[src/rtl/fbpd_pkg.sv]
package fbpd_pkg;

  localparam int SCREEN_WIDTH  = 640;
  localparam int SCREEN_HEIGHT = 480;
  localparam int PALETTE_DEPTH = 16;

  localparam int RowW   = 9;
  localparam int ColW   = 10;
  localparam int ColorW = 24;
  localparam int PalIdxW = $clog2(PALETTE_DEPTH);
  localparam int WordW  = 32;
  localparam int RgbaW  = 32;
  localparam int SrcW   = 19;

  // slave tdata: pal_index, pal_color, pixel_row, pixel_col, fb_word, zero pad
  localparam int InFieldsW = PalIdxW + ColorW + RowW + ColW + WordW;
  localparam int InDataW   = ((InFieldsW + 7) / 8) * 8;
  // master tdata: rgba, source_index, zero pad
  localparam int OutFieldsW = RgbaW + SrcW;
  localparam int OutDataW   = ((OutFieldsW + 7) / 8) * 8;

  localparam int BarWidth = SCREEN_WIDTH / 8;

  localparam logic [7:0] ALPHA_FULL = 8'hff;

  typedef enum logic [1:0] {
    MODE_BARS   = 2'd0,
    MODE_IDX1   = 2'd1,
    MODE_IDX4   = 2'd2,
    MODE_RGB333 = 2'd3
  } mode_e;

  typedef enum logic {
    CFG_DISPLAY_MODE  = 1'b0,
    CFG_PACKED_LAYOUT = 1'b1
  } cfg_reg_e;

  typedef enum logic {
    REQ_PAL_WRITE = 1'b0,
    REQ_PIXEL     = 1'b1
  } req_type_e;

  typedef struct packed {
    req_type_e                req_type;
    logic [PalIdxW-1:0]       pal_index;
    logic [ColorW-1:0]        pal_color;
    logic [RowW-1:0]          pixel_row;
    logic [ColW-1:0]          pixel_col;
    logic [WordW-1:0]         fb_word;
  } fbpd_req_t;

endpackage

[src/rtl/framebuffer_pixel_decoder_core.sv]
// Indexed-color pixel decoder for display scan-out.
// Slave stream: tuser is the request kind (0 palette write, 1 pixel request),
// tdata carries the palette entry and color plus the pixel row, column and
// the framebuffer word fetched for it. A palette write makes no output; a
// pixel request makes exactly one master transfer with the ARGB8888 color
// and source word index in tdata and the pixel-valid flag in tuser.
// The cfg channel writes display_mode (index 0) and packed_layout (index 1);
// it is always ready and must only be used while the core is idle.
// Pipeline: an input register and an output register; a pixel result passes
// through both before it shows on the master side. Throughput is one item per
// cycle while the receiver does not stall, set by the single combinational
// decode between the two registers.
// Reset clears the palette to black, the mode registers to color bars /
// unpacked, and both pipeline stages to empty.
// When the receiver stalls, the result holds in the output register and items
// are still taken into the input register until it holds a pixel request;
// s_axis_tready then drops until the output drains.
module framebuffer_pixel_decoder_core
  import fbpd_pkg::*;
(
  input  logic                clk_i,
  input  logic                rst_ni,

  input  logic                s_axis_tvalid,
  output logic                s_axis_tready,
  // [3:0] pal_index, [27:4] pal_color, [36:28] pixel_row, [46:37] pixel_col,
  // [78:47] fb_word, rest zero
  input  logic [InDataW-1:0]  s_axis_tdata,
  // [0] req_type
  input  logic                s_axis_tuser,

  output logic                m_axis_tvalid,
  input  logic                m_axis_tready,
  // [31:0] rgba, [50:32] source_index, rest zero
  output logic [OutDataW-1:0] m_axis_tdata,
  // [0] pixel_valid
  output logic                m_axis_tuser,

  input  logic                cfg_valid_i,
  output logic                cfg_ready_o,
  input  logic                cfg_index_i,
  input  logic [1:0]          cfg_data_i
);

  mode_e                     mode_q;
  logic                      packed_q;
  logic [ColorW-1:0]         palette_q [PALETTE_DEPTH];

  logic                      s1_valid_q;
  fbpd_req_t                 s1_q;
  logic                      s1_adv;
  logic                      s1_is_write;

  logic                      out_valid_q;
  logic [RgbaW-1:0]          rgba_q, rgba_d;
  logic [SrcW-1:0]           src_q, src_d;
  logic                      pix_valid_q, pix_valid_d;
  logic                      out_free;

  logic [PalIdxW-1:0]        pal_sel;
  logic [ColorW-1:0]         pal_color;
  logic [2:0]                bar;
  logic [RowW-2:0]           r2;
  logic [ColW-2:0]           c2;
  logic [WordW-1:0]          nib_word;

  // ---------------- configuration
  assign cfg_ready_o = 1'b1;

  always_ff @(posedge clk_i or negedge rst_ni) begin
    if (!rst_ni) begin
      mode_q   <= MODE_BARS;
      packed_q <= 1'b0;
    end else if (cfg_valid_i) begin
      unique case (cfg_reg_e'(cfg_index_i))
        CFG_DISPLAY_MODE:  mode_q   <= mode_e'(cfg_data_i);
        CFG_PACKED_LAYOUT: packed_q <= cfg_data_i[0];
        default: ;
      endcase
    end
  end

  // ---------------- handshakes
  assign out_free      = !out_valid_q || m_axis_tready;
  assign s1_is_write   = (s1_q.req_type == REQ_PAL_WRITE);
  // palette writes retire from the input stage without an output slot
  assign s1_adv        = s1_valid_q && (s1_is_write || out_free);
  assign s_axis_tready = !s1_valid_q || s1_adv;

  always_ff @(posedge clk_i or negedge rst_ni) begin
    if (!rst_ni) begin
      s1_valid_q <= 1'b0;
    end else if (s_axis_tready) begin
      s1_valid_q <= s_axis_tvalid;
    end
  end

  always_ff @(posedge clk_i) begin
    if (s_axis_tready && s_axis_tvalid) begin
      s1_q.req_type  <= req_type_e'(s_axis_tuser);
      s1_q.pal_index <= s_axis_tdata[PalIdxW-1:0];
      s1_q.pal_color <= s_axis_tdata[PalIdxW +: ColorW];
      s1_q.pixel_row <= s_axis_tdata[PalIdxW+ColorW +: RowW];
      s1_q.pixel_col <= s_axis_tdata[PalIdxW+ColorW+RowW +: ColW];
      s1_q.fb_word   <= s_axis_tdata[PalIdxW+ColorW+RowW+ColW +: WordW];
    end
  end

  // ---------------- palette
  always_ff @(posedge clk_i or negedge rst_ni) begin
    if (!rst_ni) begin
      for (int i = 0; i < PALETTE_DEPTH; i++) begin
        palette_q[i] <= '0;
      end
    end else if (s1_valid_q && s1_is_write) begin
      palette_q[s1_q.pal_index] <= s1_q.pal_color;
    end
  end

  // ---------------- decode
  assign r2       = s1_q.pixel_row[RowW-1:1];
  assign c2       = s1_q.pixel_col[ColW-1:1];
  assign nib_word = s1_q.fb_word >> {c2[2:0], 2'b00};

  always_comb begin
    bar = 3'd0;
    for (int k = 1; k < 8; k++) begin
      if (s1_q.pixel_col >= ColW'(k * BarWidth)) bar = 3'(k);
    end
  end

  always_comb begin
    pal_sel = '0;
    if (mode_q == MODE_IDX1) begin
      pal_sel = packed_q ? PalIdxW'(s1_q.fb_word[s1_q.pixel_col[4:0]])
                         : PalIdxW'(s1_q.fb_word[0]);
    end else begin
      pal_sel = packed_q ? nib_word[PalIdxW-1:0] : s1_q.fb_word[PalIdxW-1:0];
    end
  end
  assign pal_color = palette_q[pal_sel];

  always_comb begin
    rgba_d      = '0;
    src_d       = '0;
    pix_valid_d = 1'b1;
    unique case (mode_q)
      MODE_BARS: begin
        rgba_d = {ALPHA_FULL, {8{bar[2]}}, {8{bar[1]}}, {8{bar[0]}}};
      end
      MODE_IDX1: begin
        rgba_d = {ALPHA_FULL, pal_color};
        if (packed_q) begin
          src_d = SrcW'(s1_q.pixel_row) * SrcW'(SCREEN_WIDTH / 32)
                + SrcW'(s1_q.pixel_col >> 5);
        end else begin
          src_d = SrcW'(s1_q.pixel_row) * SrcW'(SCREEN_WIDTH)
                + SrcW'(s1_q.pixel_col);
        end
      end
      MODE_IDX4: begin
        rgba_d = {ALPHA_FULL, pal_color};
        if (packed_q) begin
          src_d = SrcW'(r2) * SrcW'(SCREEN_WIDTH / 16) + SrcW'(c2 >> 3);
        end else begin
          src_d = SrcW'(r2) * SrcW'(SCREEN_WIDTH / 2) + SrcW'(c2);
        end
      end
      MODE_RGB333: begin
        if (packed_q) begin
          pix_valid_d = 1'b0;
        end else begin
          rgba_d = {ALPHA_FULL, s1_q.fb_word[8:6], 5'd0, s1_q.fb_word[5:3], 5'd0,
                    s1_q.fb_word[2:0], 5'd0};
          src_d  = SrcW'(s1_q.pixel_row >> 2) * SrcW'(SCREEN_WIDTH / 4)
                 + SrcW'(s1_q.pixel_col >> 2);
        end
      end
      default: ;
    endcase
  end

  // ---------------- output register
  always_ff @(posedge clk_i or negedge rst_ni) begin
    if (!rst_ni) begin
      out_valid_q <= 1'b0;
    end else if (out_free) begin
      out_valid_q <= s1_valid_q && !s1_is_write;
    end
  end

  always_ff @(posedge clk_i) begin
    if (out_free && s1_valid_q && !s1_is_write) begin
      rgba_q      <= rgba_d;
      src_q       <= src_d;
      pix_valid_q <= pix_valid_d;
    end
  end

  assign m_axis_tvalid = out_valid_q;
  assign m_axis_tdata  = {{(OutDataW - OutFieldsW){1'b0}}, src_q, rgba_q};
  assign m_axis_tuser  = pix_valid_q;

`ifndef SYNTHESIS
  a_invalid_only_rgb333_packed: assert property (@(posedge clk_i) disable iff (!rst_ni)
    out_valid_q && !pix_valid_q |-> mode_q == MODE_RGB333 && packed_q)
    else $error("invalid pixel outside packed RGB333 mode");

  a_invalid_is_zero: assert property (@(posedge clk_i) disable iff (!rst_ni)
    out_valid_q && !pix_valid_q |-> rgba_q == '0 && src_q == '0)
    else $error("invalid pixel carries nonzero payload");

  a_alpha_full: assert property (@(posedge clk_i) disable iff (!rst_ni)
    out_valid_q && pix_valid_q |-> rgba_q[RgbaW-1 -: 8] == ALPHA_FULL)
    else $error("valid pixel without full alpha");

  a_palette_written: assert property (@(posedge clk_i) disable iff (!rst_ni)
    s1_valid_q && s1_is_write |=> palette_q[$past(s1_q.pal_index)] == $past(s1_q.pal_color))
    else $error("palette write lost");
`endif

endmodule
[config.mk]
export PLATFORM = sky130hd
export DESIGN_NAME = framebuffer_pixel_decoder_core
export DESIGN_NICKNAME = d
export VERILOG_FILES = /design/src/rtl/fbpd_pkg.sv /design/src/rtl/framebuffer_pixel_decoder_core.sv
export SDC_FILE = /design/constraint.sdc
export NUM_CORES = 1
export LEC_CHECK = 0
export BUFFER_PORTS_ARGS = -buffer_cell sky130_fd_sc_hd__buf_4
export CAP_MARGIN = 5
export CELL_PAD_IN_SITES_DETAIL_PLACEMENT = 1
export CELL_PAD_IN_SITES_GLOBAL_PLACEMENT = 1
export CORE_UTILIZATION = 30
export CTS_CLUSTER_DIAMETER = 200
export DETAILED_ROUTE_END_ITERATION = 12
export GPL_TIMING_DRIVEN = 0
export PLACE_DENSITY = 0.61
export SYNTH_ARGS = -nofsm -noshare
export SYNTH_HDL_FRONTEND = slang
export SYNTH_SLANG_ARGS = --single-unit
[constraint.sdc]
create_clock -name clk_i -period 3.9 [get_ports clk_i]
set_input_delay 0.195 -clock clk_i [delete_from_list [all_inputs] [get_ports clk_i]]
set_output_delay 0.195 -clock clk_i [all_outputs]
set_load 0.01 [all_outputs]
Word level (Yosys, flattened, before mapping)
Index checks and enable logic that the tools add are counted.

Flip-flop bits (word level): 521. Output and inout port bits: 60. Word-level logic and storage cells: 99.

$add $sub $neg: 5. Multipliers: 5. $lt $le $gt $ge: 11. Eq/ne operators: 3. Shift operators: 1. Mux-type cells: 25. Bitwise operators: 4. Reduce and logical (&&, ||, !) cells: 16.

Operators with widths (number): $bwmux W384 (1); $bmux W24 S4 (1); $demux W24 S4 (1); $pmux W32 S3 (1); $mux W24 (3); $pmux W19 S3 (1); $mux W32 (1); $shr A32 B5 Y4 (1); $ge A10 B9 Y1 const B (3); $mul A9 B3 Y12 const B (2); $mul A8 B3 Y11 const B (2); $ge A10 B8 Y1 const B (2); $add A19 B10 Y19 (1); $mux W19 (1); $add A17 B9 Y18 (1); $mux W18 (1); $mux W3 (6); $add A15 B8 Y16 (1); $mux W16 (1); $add A14 B5 Y15 (1); $add A14 B6 Y15 (1); $ge A10 B10 Y1 const B (1); $ge A10 B7 Y1 const B (1); $ge A5 B5 Y1 const B (2); 16 further kinds (33).

Logic depth before layout (Yosys ltp)
Gate-level depths: netlist of run 1.

Depth in word-level cells: 9. Mapped depth: 14. Gate-level depth less buffers: 12.

Worst setup path after synthesis of run 1
No wires, ideal clock.

Path type: flip-flop to flip-flop. Start point: register s1_q, in the netlist r2[1]. End point: register src_q[12], data pin. Library setup time: 174 ps. Data arrival time: 2962 ps. Required time: 3726 ps. Slack: 763 ps. Stages on the path, launching flop included: 12. Path buffers: 0. Clock period less this slack: 3137 ps. Path through: edfxtp_1 ha_1 ha_1 inv_1 fa_1 nand2_1 xor2_1 or3b_2 nor3_1 xnor2_1 nand2_1 a311oi_1.

Word-level cells in the longest chain between the ends: 4. Elaborated cells on any way between the ends: 14. Those cells by class: add/sub (5); mul (5); mux (4).

Ends and longest elaborated chain: from (decl) (RTL line framebuffer_pixel_decoder_core.sv:50) `fbpd_req_t s1_q;`; $mul A9 B3 Y12 (tied with other cells) (RTL line framebuffer_pixel_decoder_core.sv:154, framebuffer_pixel_decoder_core.sv:157); $add A19 B10 Y19 (tied with other cells) (RTL line framebuffer_pixel_decoder_core.sv:158) `+ SrcW'(s1_q.pixel_col);`; $mux W19 (tied with other cells) (RTL line framebuffer_pixel_decoder_core.sv:153) `if (packed_q) begin`; $pmux W19 S3 * (RTL line framebuffer_pixel_decoder_core.sv:147) `unique case (mode_q)`; to (signal assigned) (RTL line framebuffer_pixel_decoder_core.sv:195) `src_q <= src_d;`; to (decl) (RTL line framebuffer_pixel_decoder_core.sv:56) `logic [SrcW-1:0] src_q, src_d;`.

Mark *: on every way between the ends. The rest lies on a longest branch, timed or not. A chain may end at the register's enable or synchronous reset.

Worst setup path in the final report of run 1
Start point: register s1_q, in the netlist c2[1]. End point: register rgba_q[12], data pin.

Word-level cells in the longest chain between the ends: 9. Elaborated cells on any way between the ends: 23. Those cells by class: order compare (6); shift (1); mux (15); bitwise (1).

Ends and longest elaborated chain: $bmux W1 S5 (RTL line framebuffer_pixel_decoder_core.sv:135) `pal_sel = packed_q ? PalIdxW'(s1_q.fb_word[s1_q.pixel_col[4:0]])`; $mux W1 (implied by the code) (RTL line framebuffer_pixel_decoder_core.sv:135); $mux W1 (RTL line framebuffer_pixel_decoder_core.sv:135); $mux W4 (RTL line framebuffer_pixel_decoder_core.sv:134) `if (mode_q == MODE_IDX1) begin`; $not A4 Y5 (implied by the code) (RTL line framebuffer_pixel_decoder_core.sv:141) `assign pal_color = palette_q[pal_sel];`; $bmux W24 S4 (RTL line framebuffer_pixel_decoder_core.sv:141); $mux W24 (implied by the code) (2 in a row) (RTL line framebuffer_pixel_decoder_core.sv:141); $pmux W32 S3 * (RTL line framebuffer_pixel_decoder_core.sv:147); net rgba_d[12] (RTL line framebuffer_pixel_decoder_core.sv:55) `logic [RgbaW-1:0] rgba_q, rgba_d;`; to (signal assigned) (RTL line framebuffer_pixel_decoder_core.sv:194) `rgba_q <= rgba_d;`; to (decl) (RTL line framebuffer_pixel_decoder_core.sv:55).

Mark *: on every way through the listed nets, which the timed path passes. The rest lies on a longest branch. The select of a mux whose other input is x is not followed.

==> results of run 1 <==
[synthesized netlist by cell type (16+ instances only)]
master    count
mux2_2      393
nor3_1       21
inv_1        20
xor2_1       23
clkbuf_1     90
a21oi_1      39
nor2_1       58
buf_4        29
nor2b_1      30
nand2_1     105
ha_1         28
o22ai_1      17
edfxtp_1    125
mux2i_1     137
o21ai_0      17
mux4_2       18
a211oi_1     37
a21o_1       16
dfrtp_1     389
a31oi_1      27
a221o_1      22
and2_1       25
nand3_1      32
[metal layers]
layer	routed length, um	vias up	global-route usage
li1	-	7551	-
met1	36200	9104	0.259
met3	3370	104	0.0246
met4	1810	0	0.0479
met5	0	-	0
met2	40100	400	0.339
[power by group]
group	leakage, nW	internal (mW)	switching (mW)
Combinational	5.99	1.80	2.11
Clock	1.00	3.44	2.36
Sequential	6.17	6.53	0.537
Total	13.2	11.8	5.00
[cell usage in the layout, fill, tap and decap left out, types with 16 or more instances in the layout]
| cell | n |
|---|---|
| nor2_1 | 56 |
| xor2_1 | 23 |
| dfrtp_1 | 389 |
| clkbuf_1 | 90 |
| o22ai_1 | 17 |
| buf_4 | 170 |
| nor2b_1 | 30 |
| a221o_1 | 22 |
| nand2_1 | 105 |
| clkbuf_16 | 60 |
| a21o_1 | 16 |
| inv_1 | 20 |
| nand3_1 | 32 |
| dlygate4sd3_1 | 94 |
| a31oi_1 | 26 |
| edfxtp_1 | 125 |
| ha_1 | 28 |
| mux2i_1 | 137 |
| and2_1 | 24 |
| a211oi_1 | 36 |
| mux2_2 | 393 |
| a21oi_1 | 39 |
| mux4_2 | 18 |
| nor3_1 | 19 |
[how the worst max path moves through the flow]
stage / endpoint / cells past startpoint / startpoint
3_5_place_dp: rgba_q[23] / 9 / mode_q[1]
3_3_place_gp: palette_q[14] / 1 / rst_ni
4_1_cts: rgba_q[22] / 13 / c2[0]
2_1_floorplan: src_q[12] / 11 / r2[1]
6_report: rgba_q[12] / 10 / c2[1]
5_1_grt: rgba_q[14] / 11 / s1_q[32]
[sequential cells by signal, indices dropped and copies added (netlist names)]
signal	count
palette_q	384
s1_q	63
rgba_q	25
src_q	19
c2	9
r2	8
mode_q	2
m_axis_tuser	1
m_axis_tvalid	1
packed_q	1
s1_valid_q	1
[worst max-delay path, stage by stage (launching register included)]
cell	delay (ns)
edfxtp_1	0.35
buf_4	0.19
buf_6	0.19
mux2i_1	0.27
a22oi_1	0.15
a31oi_4	0.51
o21a_1	0.44
buf_4	0.37
clkbuf_1	0.51
a31oi_1	0.19
a211o_1	0.39
[metrics by stage]
| step | TNS (ns) | instance area [um2] |
|---|---|---|
| final | 0 | 30400 |
| after global routing | 0 | 30400 |
| after CTS | 0 | 30400 |
| after detailed placement | -5.85 | 27400 |
| after global placement | -565.54 | 27200 |
| after floorplan | 0 | 24800 |
[cell type report]
type                       instances  area share
buffer                           154      0.0270
clock buffer                      81      0.0555
clock inverter                    27      0.0117
inverter                          20     0.00247
multi-input combinational       1198       0.345
sequential                       514       0.443
tap                             1070      0.0440
timing repair buffer             243      0.0716
[kinds of logic after synthesis]
family,count (synthesis)
AO/OA/AOI/OAI,252
XOR/XNOR,36
adder cells (fa/ha/maj),35
buffers and inverters,174
flip-flops,514
multiplexers,548
other,2
AND/OR/NAND/NOR,321
[what timing repair did]
item / 4_1_cts / 5_1_grt
endpoints found under the hold margin: 239 / 0
pin swaps: 0 / 0
hold buffers: 94 / 0
endpoints found under the setup margin: 24 / 17
resized for setup: 14 / 12
cloned: 0 / 0
==> key figures, run 1 <==
Status
  • Status: completed

Synthesis
  • Post-synthesis compound-gate area fraction: 0.0745
  • EDFF count, synth: 125
  • Adder-cell area share of the yosys netlist: 0.0194
  • Synth Instances: 1882
  • Multiplexer area fraction after synthesis: 0.250
  • Leading area contributor after synthesis: dfrtp_1
  • Top cell type's share of synthesized area: 0.393
  • Distinct cells, synth: 68
  • Synth Flop Type: dfrtp_1
  • Synthesized area per cell: 13.2 um2
  • Synthesized flop and latch total: slightly above 500
  • Largest cells by area after synthesis: dfrtp_1 39%, mux2_2 18%, edfxtp_1 15%
  • Post-synthesis sequential area ratio: 0.544
  • Synth Cell Area: 24800 um2
  • Simple-Gate Fraction of Synth Area: 0.0635
  • XOR/XNOR share of the synthesized area: 0.0127
  • Largest family of logic cells by synthesized area: multiplexers
  • Yosys warns: 0
  • Post-synth ARST share: 0.757

Die
  • Core box area: 82000 um2
  • Rows: 105
  • Die ar.: 83800 um2
  • Num ports: between 100 and 150
  • Die H: 289 um
  • Initial Utilization: 0.302
  • Die width: 289 um

Final layout
  • Final nets: 2313
  • Area occupied by multi-input gates: 10500 um2
  • Final Instance Count excl. Fillers: 3307
  • Area growth, synth to finish: 22.8%
  • Filler cells: 8745
  • Storage cell area: about 13000 um2
  • Final core utilization: 0.371
  • Layout cells sized above 1: 0.333
  • Antenna Cells: 0

Placed design
  • Pre-CTS WS: -0.553 ns
  • Inst Count DP: 3104
  • Placer Congestion: ~0.85
  • Hpwl dp: 55.7 mm
  • IO buf count: 141

Clocking
  • Clock root buffer: clkbuf_16
  • Setup Buffers After CTS: 0
  • CTS H-tree depth: 2
  • Total CTS buffers: 59
  • Clock Pin Slew Worst Setup and Hold Paths: about 0.060 ns
  • Clk sinks: slightly above 500
  • CTS tree: done
  • Clock latency on the worst-skew pair: around 0.65 ns
  • Maximum root-to-sink buffer count: 3

Drt
  • Residual DRC: 0
  • Via density: 5.19
  • DR pass1 iterations: 5
  • Routed Antenna Nets: 0
  • Vias: 17200
  • Wire per inst: 24.6 um
  • 1st-iter DRT viols: 920
  • Total Wirelength: 81.5 mm

Critical path
  • Worst setup SP type: flip-flop
  • Arr. time, crit path: 4.20 ns
  • CP Class: flip-flop to flip-flop
  • R2R Setup Slk: 0.07 ns
  • WP data required: 4.28 ns
  • RR Startpoint: c2[1]
  • Crit-path max FO: 10
  • Crit. End Element: flip-flop
  • Worst reg2reg path depth: 10
  • Reg2Reg Capture Point: rgba_q[12]

Power and ir drop
  • Total power: about 17 mW
  • Leak pwr: 13.2 nW
  • PwrDens: 551 nW/um2
  • Max IR drop VDD: 340 uV

Timing
  • Hold Vio Cnt, Final: 0
  • Hold_ws: about 0.26 ns
  • Max_slew headroom: 0.133
  • Clk_skew: between 0.03 and 0.04 ns
  • Worst slew pin tran: ~1.3 ns
  • Slew Viols, Final: 0
  • Final setup margin: 0.0706 ns
  • RSZ-0062 raised after global routing: false
  • Period utilization: 0.982
  • Finish-stage setup viols: 0
  • Period minus WS final: 3.83 ns
  • Fmax: about 0.26 GHz

Global route
  • Largest net degree at the start of global routing: 124
  • First-pass GRT wire length: about 120 mm
  • Initial antenna violation count: 3
  • Global route overflow: 0
  • Vias in the first global route: 18700
  • GRT Util Overall: 0.196

Job
  • Max-cap check violation count: 0

Hold path
  • Hold Crit Class: primary input to flip-flop
  • Hold path start: s_axis_tdata[10]
  • Hold Path Sink: s1_q[57]
  • Min-Delay Path Depth: 2
(Power assumes the default switching activity.)
==> inputs of run 2 (changes only) <==
--- a/config.mk
+++ b/config.mk
@@ -14,6 +14,7 @@
 export DETAILED_ROUTE_END_ITERATION = 12
 export GPL_TIMING_DRIVEN = 0
 export PLACE_DENSITY = 0.61
+export SETUP_SLACK_MARGIN = 0.3
 export SYNTH_ARGS = -nofsm -noshare
 export SYNTH_HDL_FRONTEND = slang
 export SYNTH_SLANG_ARGS = --single-unit
==> key figures, run 2 (synthesized netlist as in run 1, its figures left out) <==
Final layout
  • Commonest cells after routing, fill and taps aside: 393 x mux2_2, 389 x dfrtp_1, 182 x buf_4
  • Antenna Cells: 0 (unchanged)
  • Largest Register: palette_q
  • Final Instance Count excl. Fillers: 3320 (+0.39%)
  • Most common cell after layout, fill and taps aside: mux2_2
  • Final Cell Area: 30700 um2 (+0.91%)
  • Top flop regs: palette_q x384, s1_q x63, rgba_q x25
  • Area growth, synth to finish: 23.9%
  • Final nets: 2326 (+0.56%)
  • Final core utilization: 0.375 (+0.00337)
  • Layout cells sized above 1: 0.348 (+0.0150)
  • Max reg flops: 384 (unchanged)

Clocking
  • CTS tree: done
  • CTS H-tree depth: 2 (unchanged)
  • Clock Pin Slew Worst Setup and Hold Paths: 0.06 ns (about the same)
  • Clk sinks: 514 (unchanged)
  • Clock root buffer: clkbuf_16
  • Clock latency on the worst-skew pair: 0.65 ns (about the same)
  • Total CTS buffers: 59 (unchanged)
  • Maximum root-to-sink buffer count: 3 (unchanged)

Placed design
  • IO buf count: 141 (unchanged)
  • Inst Count DP: 3104 (unchanged)
  • Placer Congestion: 0.848 (unchanged)
  • Placed inst area: 27400 um2 (unchanged)
  • Pre-CTS WS: -0.553 ns (unchanged)
  • Hpwl dp: 55.7 mm (unchanged)

Power and ir drop
  • Clock share of power: 0.343 (-0.003)
  • Combinational fraction of design power: 0.238 (+0.005)
  • Leak pwr: 13.3 nW (+0.83%)
  • Max IR drop VDD: 341 uV (about the same)
  • Switching pwr: 5.04 mW (+0.79%)
  • PwrDens: 550 nW/um2 (-0.28%)
  • Total power: 16.9 mW (+0.63%)
  • Switching portion of total power: 0.299 (+0.000483)
  • Int Pwr: 11.8 mW (+0.56%)
  • Sequential power share: 0.419 (-0.002)

Die
  • Initial Utilization: 0.302 (unchanged)
  • Core box area: 82000 um2 (unchanged)
  • Die H: 289 um (unchanged)
  • Die ar.: 83800 um2 (unchanged)
  • Die width: 289 um (unchanged)
  • Rows: 105 (unchanged)
  • Num ports: 149 (unchanged)

Timing
  • Setup tns final: 0 ns (unchanged)
  • Fmax: 0.283 GHz (+8.5%)
  • Finish-stage setup viols: 0 (unchanged)
  • Period utilization: 0.905 (-0.0766)
  • Clk_skew: 0.0380 ns (-0.00134 ns)
  • Slew Viols, Final: 0 (unchanged)
  • Hold_ws: 0.266 ns (+0.00208 ns)
  • Hold Vio Cnt, Final: 0 (unchanged)
  • Worst slew pin tran: 1.31 ns (+0.00540 ns)
  • Max_slew headroom: 0.130 (-0.00360)
  • Period minus WS final: 3.53 ns (-0.299 ns)
  • RSZ-0062 raised after global routing: false
  • Final setup margin: 0.369 ns (+0.299 ns)

Status
  • Status: completed

Global route
  • Global route overflow: 0 (unchanged)
  • GRT Util Overall: 0.196 (about the same)
  • Largest net degree at the start of global routing: 124 (unchanged)
  • Vias in the first global route: 18700 (+0.33%)
  • M2 GR Usage: 0.338 (-0.000776)
  • First-pass GRT wire length: 121 mm (about the same)
  • Initial antenna violation count: 3 (unchanged)
  • GRT busiest layer: met2
  • GR Util met3: 0.0264 (+0.00181)
  • M1 GR Usage: 0.258 (-0.00102)

Critical path
  • Crit-path max FO: 10 (unchanged)
  • Crit. End Element: flip-flop
  • Worst setup SP type: flip-flop
  • Arr. time, crit path: 3.87 ns (-0.33 ns)
  • WP data required: 4.24 ns (-0.04 ns)
  • CP Class: flip-flop to flip-flop

Hold path
  • Hold Crit Class: primary input to flip-flop

Drt
  • DR pass1 iterations: 5 (unchanged)
  • Vias: 17200 (+0.13%)
  • Wire per inst: 24.6 um (-0.10%)
  • Routed Antenna Nets: 0 (unchanged)
  • Residual DRC: 0 (unchanged)
  • 1st-iter DRT viols: 886 (-3.7%)
  • Via density: 5.18 (-0.26%)
  • Total Wirelength: 81.7 mm (+0.29%)

Job
  • Max-cap check violation count: 0 (unchanged)
-- run 2: changes by cell type in the layout (fill, tap and decap cells not counted), moves of 2 or more --
cell       previous run  this run
nor3_1               19        17
nor3_2                2         4
clkbuf_4              2         9
a2111oi_0             6         4
buf_2                12         7
clkbuf_2             10        14
xor2_2                0         3
buf_8                 1         3
clkbuf_1             90        82
xor2_1               23        20
buf_4               170       182
a211oi_1             36        34
-- run 2: area by class of cell --
type	count	area [um2]
multi-input combinational	1198	10600
inverter	20	75.1
tap	1070	1340
fill	8728	51300
sequential	514	13500
clock buffer	81	1690
clock inverter	27	355
buffer	154	867
timing repair buffer	256	2280
-- run 2: path summary, 6_finish.rpt --
kind / start / endpoint / slack [ns] / cells after the start
hold reg to reg: palette_q[345] / palette_q[345] / 0.50 / 1
setup / recovery: c2[0] / rgba_q[8] / 0.37 / 13
max in group asynchronous: rst_ni / palette_q[93] / 1.82 / 5
setup reg to reg: c2[0] / rgba_q[8] / 0.37 / 13
min in group asynchronous: rst_ni / palette_q[192] / 0.54 / 3
hold / removal: s_axis_tdata[2] / s1_q[77] / 0.27 / 2
-- run 2: layer usage --
metal  up-vias  part of all wire  wire, um
met3       106             0.038      3080
met4         0             0.022      1820
met2       359              0.49     40300
met5         -                 0         0
met1      9134              0.45     36600
li1       7582                 -         -
-- run 2: power groups by stage --
stage | Clock (mW) | Combinational [mW] | Sequential, mW
after CTS | 5.94 | 3.97 | 7.06
after floorplan | 0 | 2.53 | 6.99
final | 5.79 | 4.02 | 7.07
after global routing | 6.12 | 4.33 | 7.19
after detailed placement | 0 | 3.81 | 7.16
after global placement | 0 | 3.69 | 7.09
-- run 2: what timing repair did --
| action | 4_1_cts | 5_1_grt |
|---|---|---|
| endpoints found under the setup margin | 36 | 40 |
| hold buffers | 94 | 0 |
| resized for setup | 39 | 41 |
| pin swaps | 2 | 7 |
| hold endpoints to repair | 239 | 0 |
| setup buffers | 3 | 11 |
-- run 2: worst max-delay path, stage by stage (launching register included) --
cell	delay [ns]
edfxtp_1	0.34
buf_6	0.16
mux4_2	0.59
mux2i_2	0.29
a211oi_4	0.14
buf_6	0.19
buf_6	0.19
buf_6	0.19
buf_6	0.16
buf_2	0.21
a211oi_1	0.32
a31oi_1	0.10
o211ai_1	0.22
nand3_1	0.14
==> inputs of run 3 (changes only) <==
--- a/config.mk
+++ b/config.mk
@@ -5,6 +5,7 @@
 export SDC_FILE = /design/constraint.sdc
 export NUM_CORES = 1
 export LEC_CHECK = 0
+export ABC_AREA = 1
 export BUFFER_PORTS_ARGS = -buffer_cell sky130_fd_sc_hd__buf_4
 export CAP_MARGIN = 5
 export CELL_PAD_IN_SITES_DETAIL_PLACEMENT = 1
@@ -13,7 +14,7 @@
 export CTS_CLUSTER_DIAMETER = 200
 export DETAILED_ROUTE_END_ITERATION = 12
 export GPL_TIMING_DRIVEN = 0
-export PLACE_DENSITY = 0.61
+export PLACE_DENSITY = 0.65
 export SETUP_SLACK_MARGIN = 0.3
 export SYNTH_ARGS = -nofsm -noshare
 export SYNTH_HDL_FRONTEND = slang
==> key figures, run 3 <==
Final layout
  • Most common cell after layout, fill and taps aside: nand2_1
  • Antenna Cells: 0 (unchanged)
  • Final nets: 3312 (+42%)
  • Area growth, synth to finish: 22.6%
  • Commonest cells after routing, fill and taps aside: 905 x nand2_1, 490 x nand3_1, 415 x o21ai_0
  • Layout cells sized above 1: 0.104 (-0.244)
  • Max reg flops: 384 (unchanged)
  • Largest Register: palette_q
  • Final Cell Area: 30000 um2 (-2.4%)
  • Top flop regs: palette_q x384, s1_q x63, rgba_q x25

Critical path
  • Worst reg2reg path depth: 17 (+4)
  • Arr. time, crit path: 3.89 ns (+0.02 ns)
  • Crit path largest cell delay: 0.65 ns (+0.06 ns)
  • CP Class: flip-flop to flip-flop
  • CP Cell Sequence: buf_4 -> inv_2 -> buf_4 -> o21ai_0 -> nand2_1 -> nand3_1 -> nand2_1 -> o21ai_2 -> inv_2 -> clkbuf_1 -> nand3_1 -> nand3_1 -> nand3_1 -> nand3_1 -> nand2_1 -> nand2_1 -> nand2_1
  • Crit-path leading delay family: buffers and inverters
  • Reg2Reg Capture Point: rgba_q[22]
  • RR Startpoint: c2[0]
  • R2R Setup Slk: 0.36 ns (about the same)
  • Critical path buffer and inverter count: 5 (-1)
  • WP depth: 17 (+4)
  • WP data required: 4.24 ns (about the same)
  • Worst setup SP type: flip-flop
  • Crit. End Element: flip-flop
  • Crit-path max FO: 10 (unchanged)
  • Slowest stage cell on the critical path: clkbuf_1

Drt
  • Top layer in use: met4
  • Wire per inst: 21.4 um (-13%)
  • Met3 wire length: 4.54 mm (+47%)
  • Residual DRC: 0 (unchanged)
  • Via density: 5.03 (-2.8%)
  • WL met1: 41.5 mm (+13%)
  • 1st-iter DRT viols: 1655 (+87%)
  • Vias: 21600 (+26%)
  • Total Wirelength: 92.2 mm (+13%)
  • DR pass1 iterations: 5 (unchanged)
  • Routed Antenna Nets: 0 (unchanged)
  • Metal2 WL: 43.4 mm (+7.7%)

Global route
  • Initial antenna violation count: 0 (-3)
  • Largest net degree at the start of global routing: 112 (-9.7%)
  • GRT Util Overall: 0.222 (+0.0263)
  • Vias in the first global route: 22200 (+18%)
  • First-pass GRT wire length: 139 mm (+15%)
  • Global route overflow: 0 (unchanged)

Clocking
  • Clk sinks: 514 (unchanged)
  • Total CTS buffers: 58 (-1.7%)
  • CTS H-tree depth: 2 (unchanged)
  • Clock Pin Slew Worst Setup and Hold Paths: 0.06 ns (about the same)
  • Maximum root-to-sink buffer count: 3 (unchanged)
  • Clock root buffer: clkbuf_16
  • CTS tree: done
  • Clock latency on the worst-skew pair: 0.66 ns (about the same)

Hold path
  • Hold Crit Class: primary input to asynchronous set/reset pin

Power and ir drop
  • Total power: 16.8 mW (-0.69%)
  • Leak pwr: 13.5 nW (+1.6%)
  • Max IR drop VDD: 393 uV (+15%)
  • PwrDens: 559 nW/um2 (+1.7%)

Placed design
  • IO buf count: 141 (unchanged)
  • Pre-CTS WS: 0.185 ns (+0.739 ns)
  • Placed inst area: 27000 um2 (-1.3%)
  • Hpwl dp: 67.8 mm (+22%)
  • Placer Congestion: 0.872 (+2.9%)

Synthesis
  • Synthesized area per cell: 8.49 um2 (-36%)
  • Synth cell count leaders: 905 x nand2_1, 490 x nand3_1, 415 x o21ai_0
  • Synthesized flop and latch total: 514 (unchanged)
  • Post-synth ARST share: 0.757 (unchanged)
  • Top cell type's share of synthesized area: 0.398 (+0.00530)
  • EDFF count, synth: 125 (unchanged)
  • Yosys warns: 0 (unchanged)
  • Synth Instances: 2880 (+53%)
  • Largest cells by area after synthesis: dfrtp_1 40%, edfxtp_1 15%, nand2_1 14%
  • Leading area contributor after synthesis: dfrtp_1
  • Distinct cells, synth: 46 (-32%)
  • Synth Cell Area: 24500 um2 (-1.3%)
  • Post-synthesis sequential area ratio: 0.551 (+0.00735)
  • Top-count cell post-synth: nand2_1
  • Synth Flop Type: dfrtp_1

Timing
  • Period minus WS final: 3.54 ns (+0.0125 ns)
  • Clk_skew: 0.0466 ns (+0.00861 ns)
  • Hold Vio Cnt, Final: 0 (unchanged)
  • Final setup margin: 0.357 ns (-0.0125 ns)
  • Finish-stage setup viols: 0 (unchanged)
  • Worst slew pin tran: 1.16 ns (-0.150 ns)
  • Fmax: 0.282 GHz (-0.35%)
  • Max_slew headroom: 0.227 (+0.0971)
  • RSZ-0062 raised after global routing: true
  • Period utilization: 0.908 (+0.00319)
  • Slew Viols, Final: 0 (unchanged)

Die
  • Initial Utilization: 0.304 (+0.00127)
  • Core box area: 80500 um2 (-1.7%)
  • Num ports: 149 (unchanged)
  • Die ar.: 82700 um2 (-1.3%)
  • Die width: 288 um (-0.66%)
  • Die H: 288 um (-0.66%)
  • Rows: 104 (-0.95%)

Job
  • Max-cap check violation count: 0 (unchanged)

Status
  • Status: completed
==> run 3: cell count changes in the layout (fill, tap and decap cells not counted), moves of 18 or more <==
cell and change:
mux2_2 -393, nor2b_1 -30, mux2i_1 -136, buf_2 +21
a31oi_1 -18, inv_1 +92, clkbuf_1 +69, a211oi_1 -34
and2_1 -23, a221o_1 -22, nand2_1 +801, nand3_1 +458
mux4_2 -18, o21ai_0 +400
==> run 3: final cells by class <==
type / count / area [um2]
Multi-Input combinational cell: 2029 / 9530
Buffer: 223 / 1070
Inverter: 118 / 443
Sequential cell: 514 / 13500
Tap cell: 1060 / 1330
Clock inverter: 33 / 355
Clock buffer: 77 / 1600
Fill cell: 9494 / 50500
Timing Repair Buffer: 245 / 2180
==> run 3: what timing repair did <==
| item | 4_1_cts | 5_1_grt |
|---|---|---|
| buffers inserted | 0 | 8 |
| hold buffers | 90 | 0 |
| pin swaps | 0 | 1 |
| endpoints found under the hold margin | 174 | 0 |
| gates resized for setup | 2 | 17 |
| endpoints found under the setup margin | 8 | 20 |
| cloned | 0 | 0 |
==> run 3: report_power, final <==
| group | internal (mW) | leakage (nW) | switching [mW] |
|---|---|---|---|
| Clock | 3.29 | 0.953 | 2.40 |
| Sequential | 6.53 | 6.23 | 0.566 |
| Combinational | 1.38 | 6.30 | 2.60 |
| Total | 11.2 | 13.5 | 5.57 |
==> run 3: worst reg2reg max path: cells and delay by family, from the launching register on <==
kind / cells / cell delay (ns)
AOI/OAI and AO/OA: 2 / 0.25
DFF: 1 / 0.39
buffers and inverters: 5 / 1.33
and+or+nand+nor: 10 / 1.31
==> run 3: layer usage <==
| metal | vias up | global-route usage |
|---|---|---|
| li1 | 10200 | - |
| met1 | 10800 | 0.301 |
| met2 | 498 | 0.365 |
| met3 | 129 | 0.0315 |
| met4 | 0 | 0.0718 |
| met5 | - | 0 |
==> run 3: kinds of logic (layout without fill, tap and decap cells) <==
family	count (synthesis)	in the layout	share of synthesized area
and+or+nand+nor	1470	1470	0.253
DFF	514	514	0.551
AOI/OAI and AO/OA	494	494	0.105
buffers and inverters	341	696	0.0617
adders and majority gates	34	34	0.0192
xor gates and xnor gates	25	25	0.00895
other	2	6	0.000307
==> run 3: how the worst max path moves through the flow <==
stage / startpoint / to
after floorplan: m_axis_tvalid / c2[0]
after global placement: rst_ni / palette_q[287]
after detailed placement: c2[0] / rgba_q[18]
after CTS: r2[0] / src_q[11]
after global routing: c2[0] / rgba_q[22]
final: c2[0] / rgba_q[22]
==> run 3: metrics by stage <==
| step | cells | util | TNS (ns) | hold WS [ns] |
|---|---|---|---|---|
| 2_1_floorplan | 2884 | - | 0 | -0.101 |
| 3_3_place_gp | 4085 | 0.334 | -673.70 | 0.373 |
| 3_5_place_dp | 4091 | 0.336 | 0 | 0.266 |
| 4_1_cts | 4291 | 0.371 | 0 | 0.164 |
| 5_1_grt | 4299 | 0.372 | 0 | 0.219 |
| 6_report | 4299 | 0.372 | 0 | 0.141 |
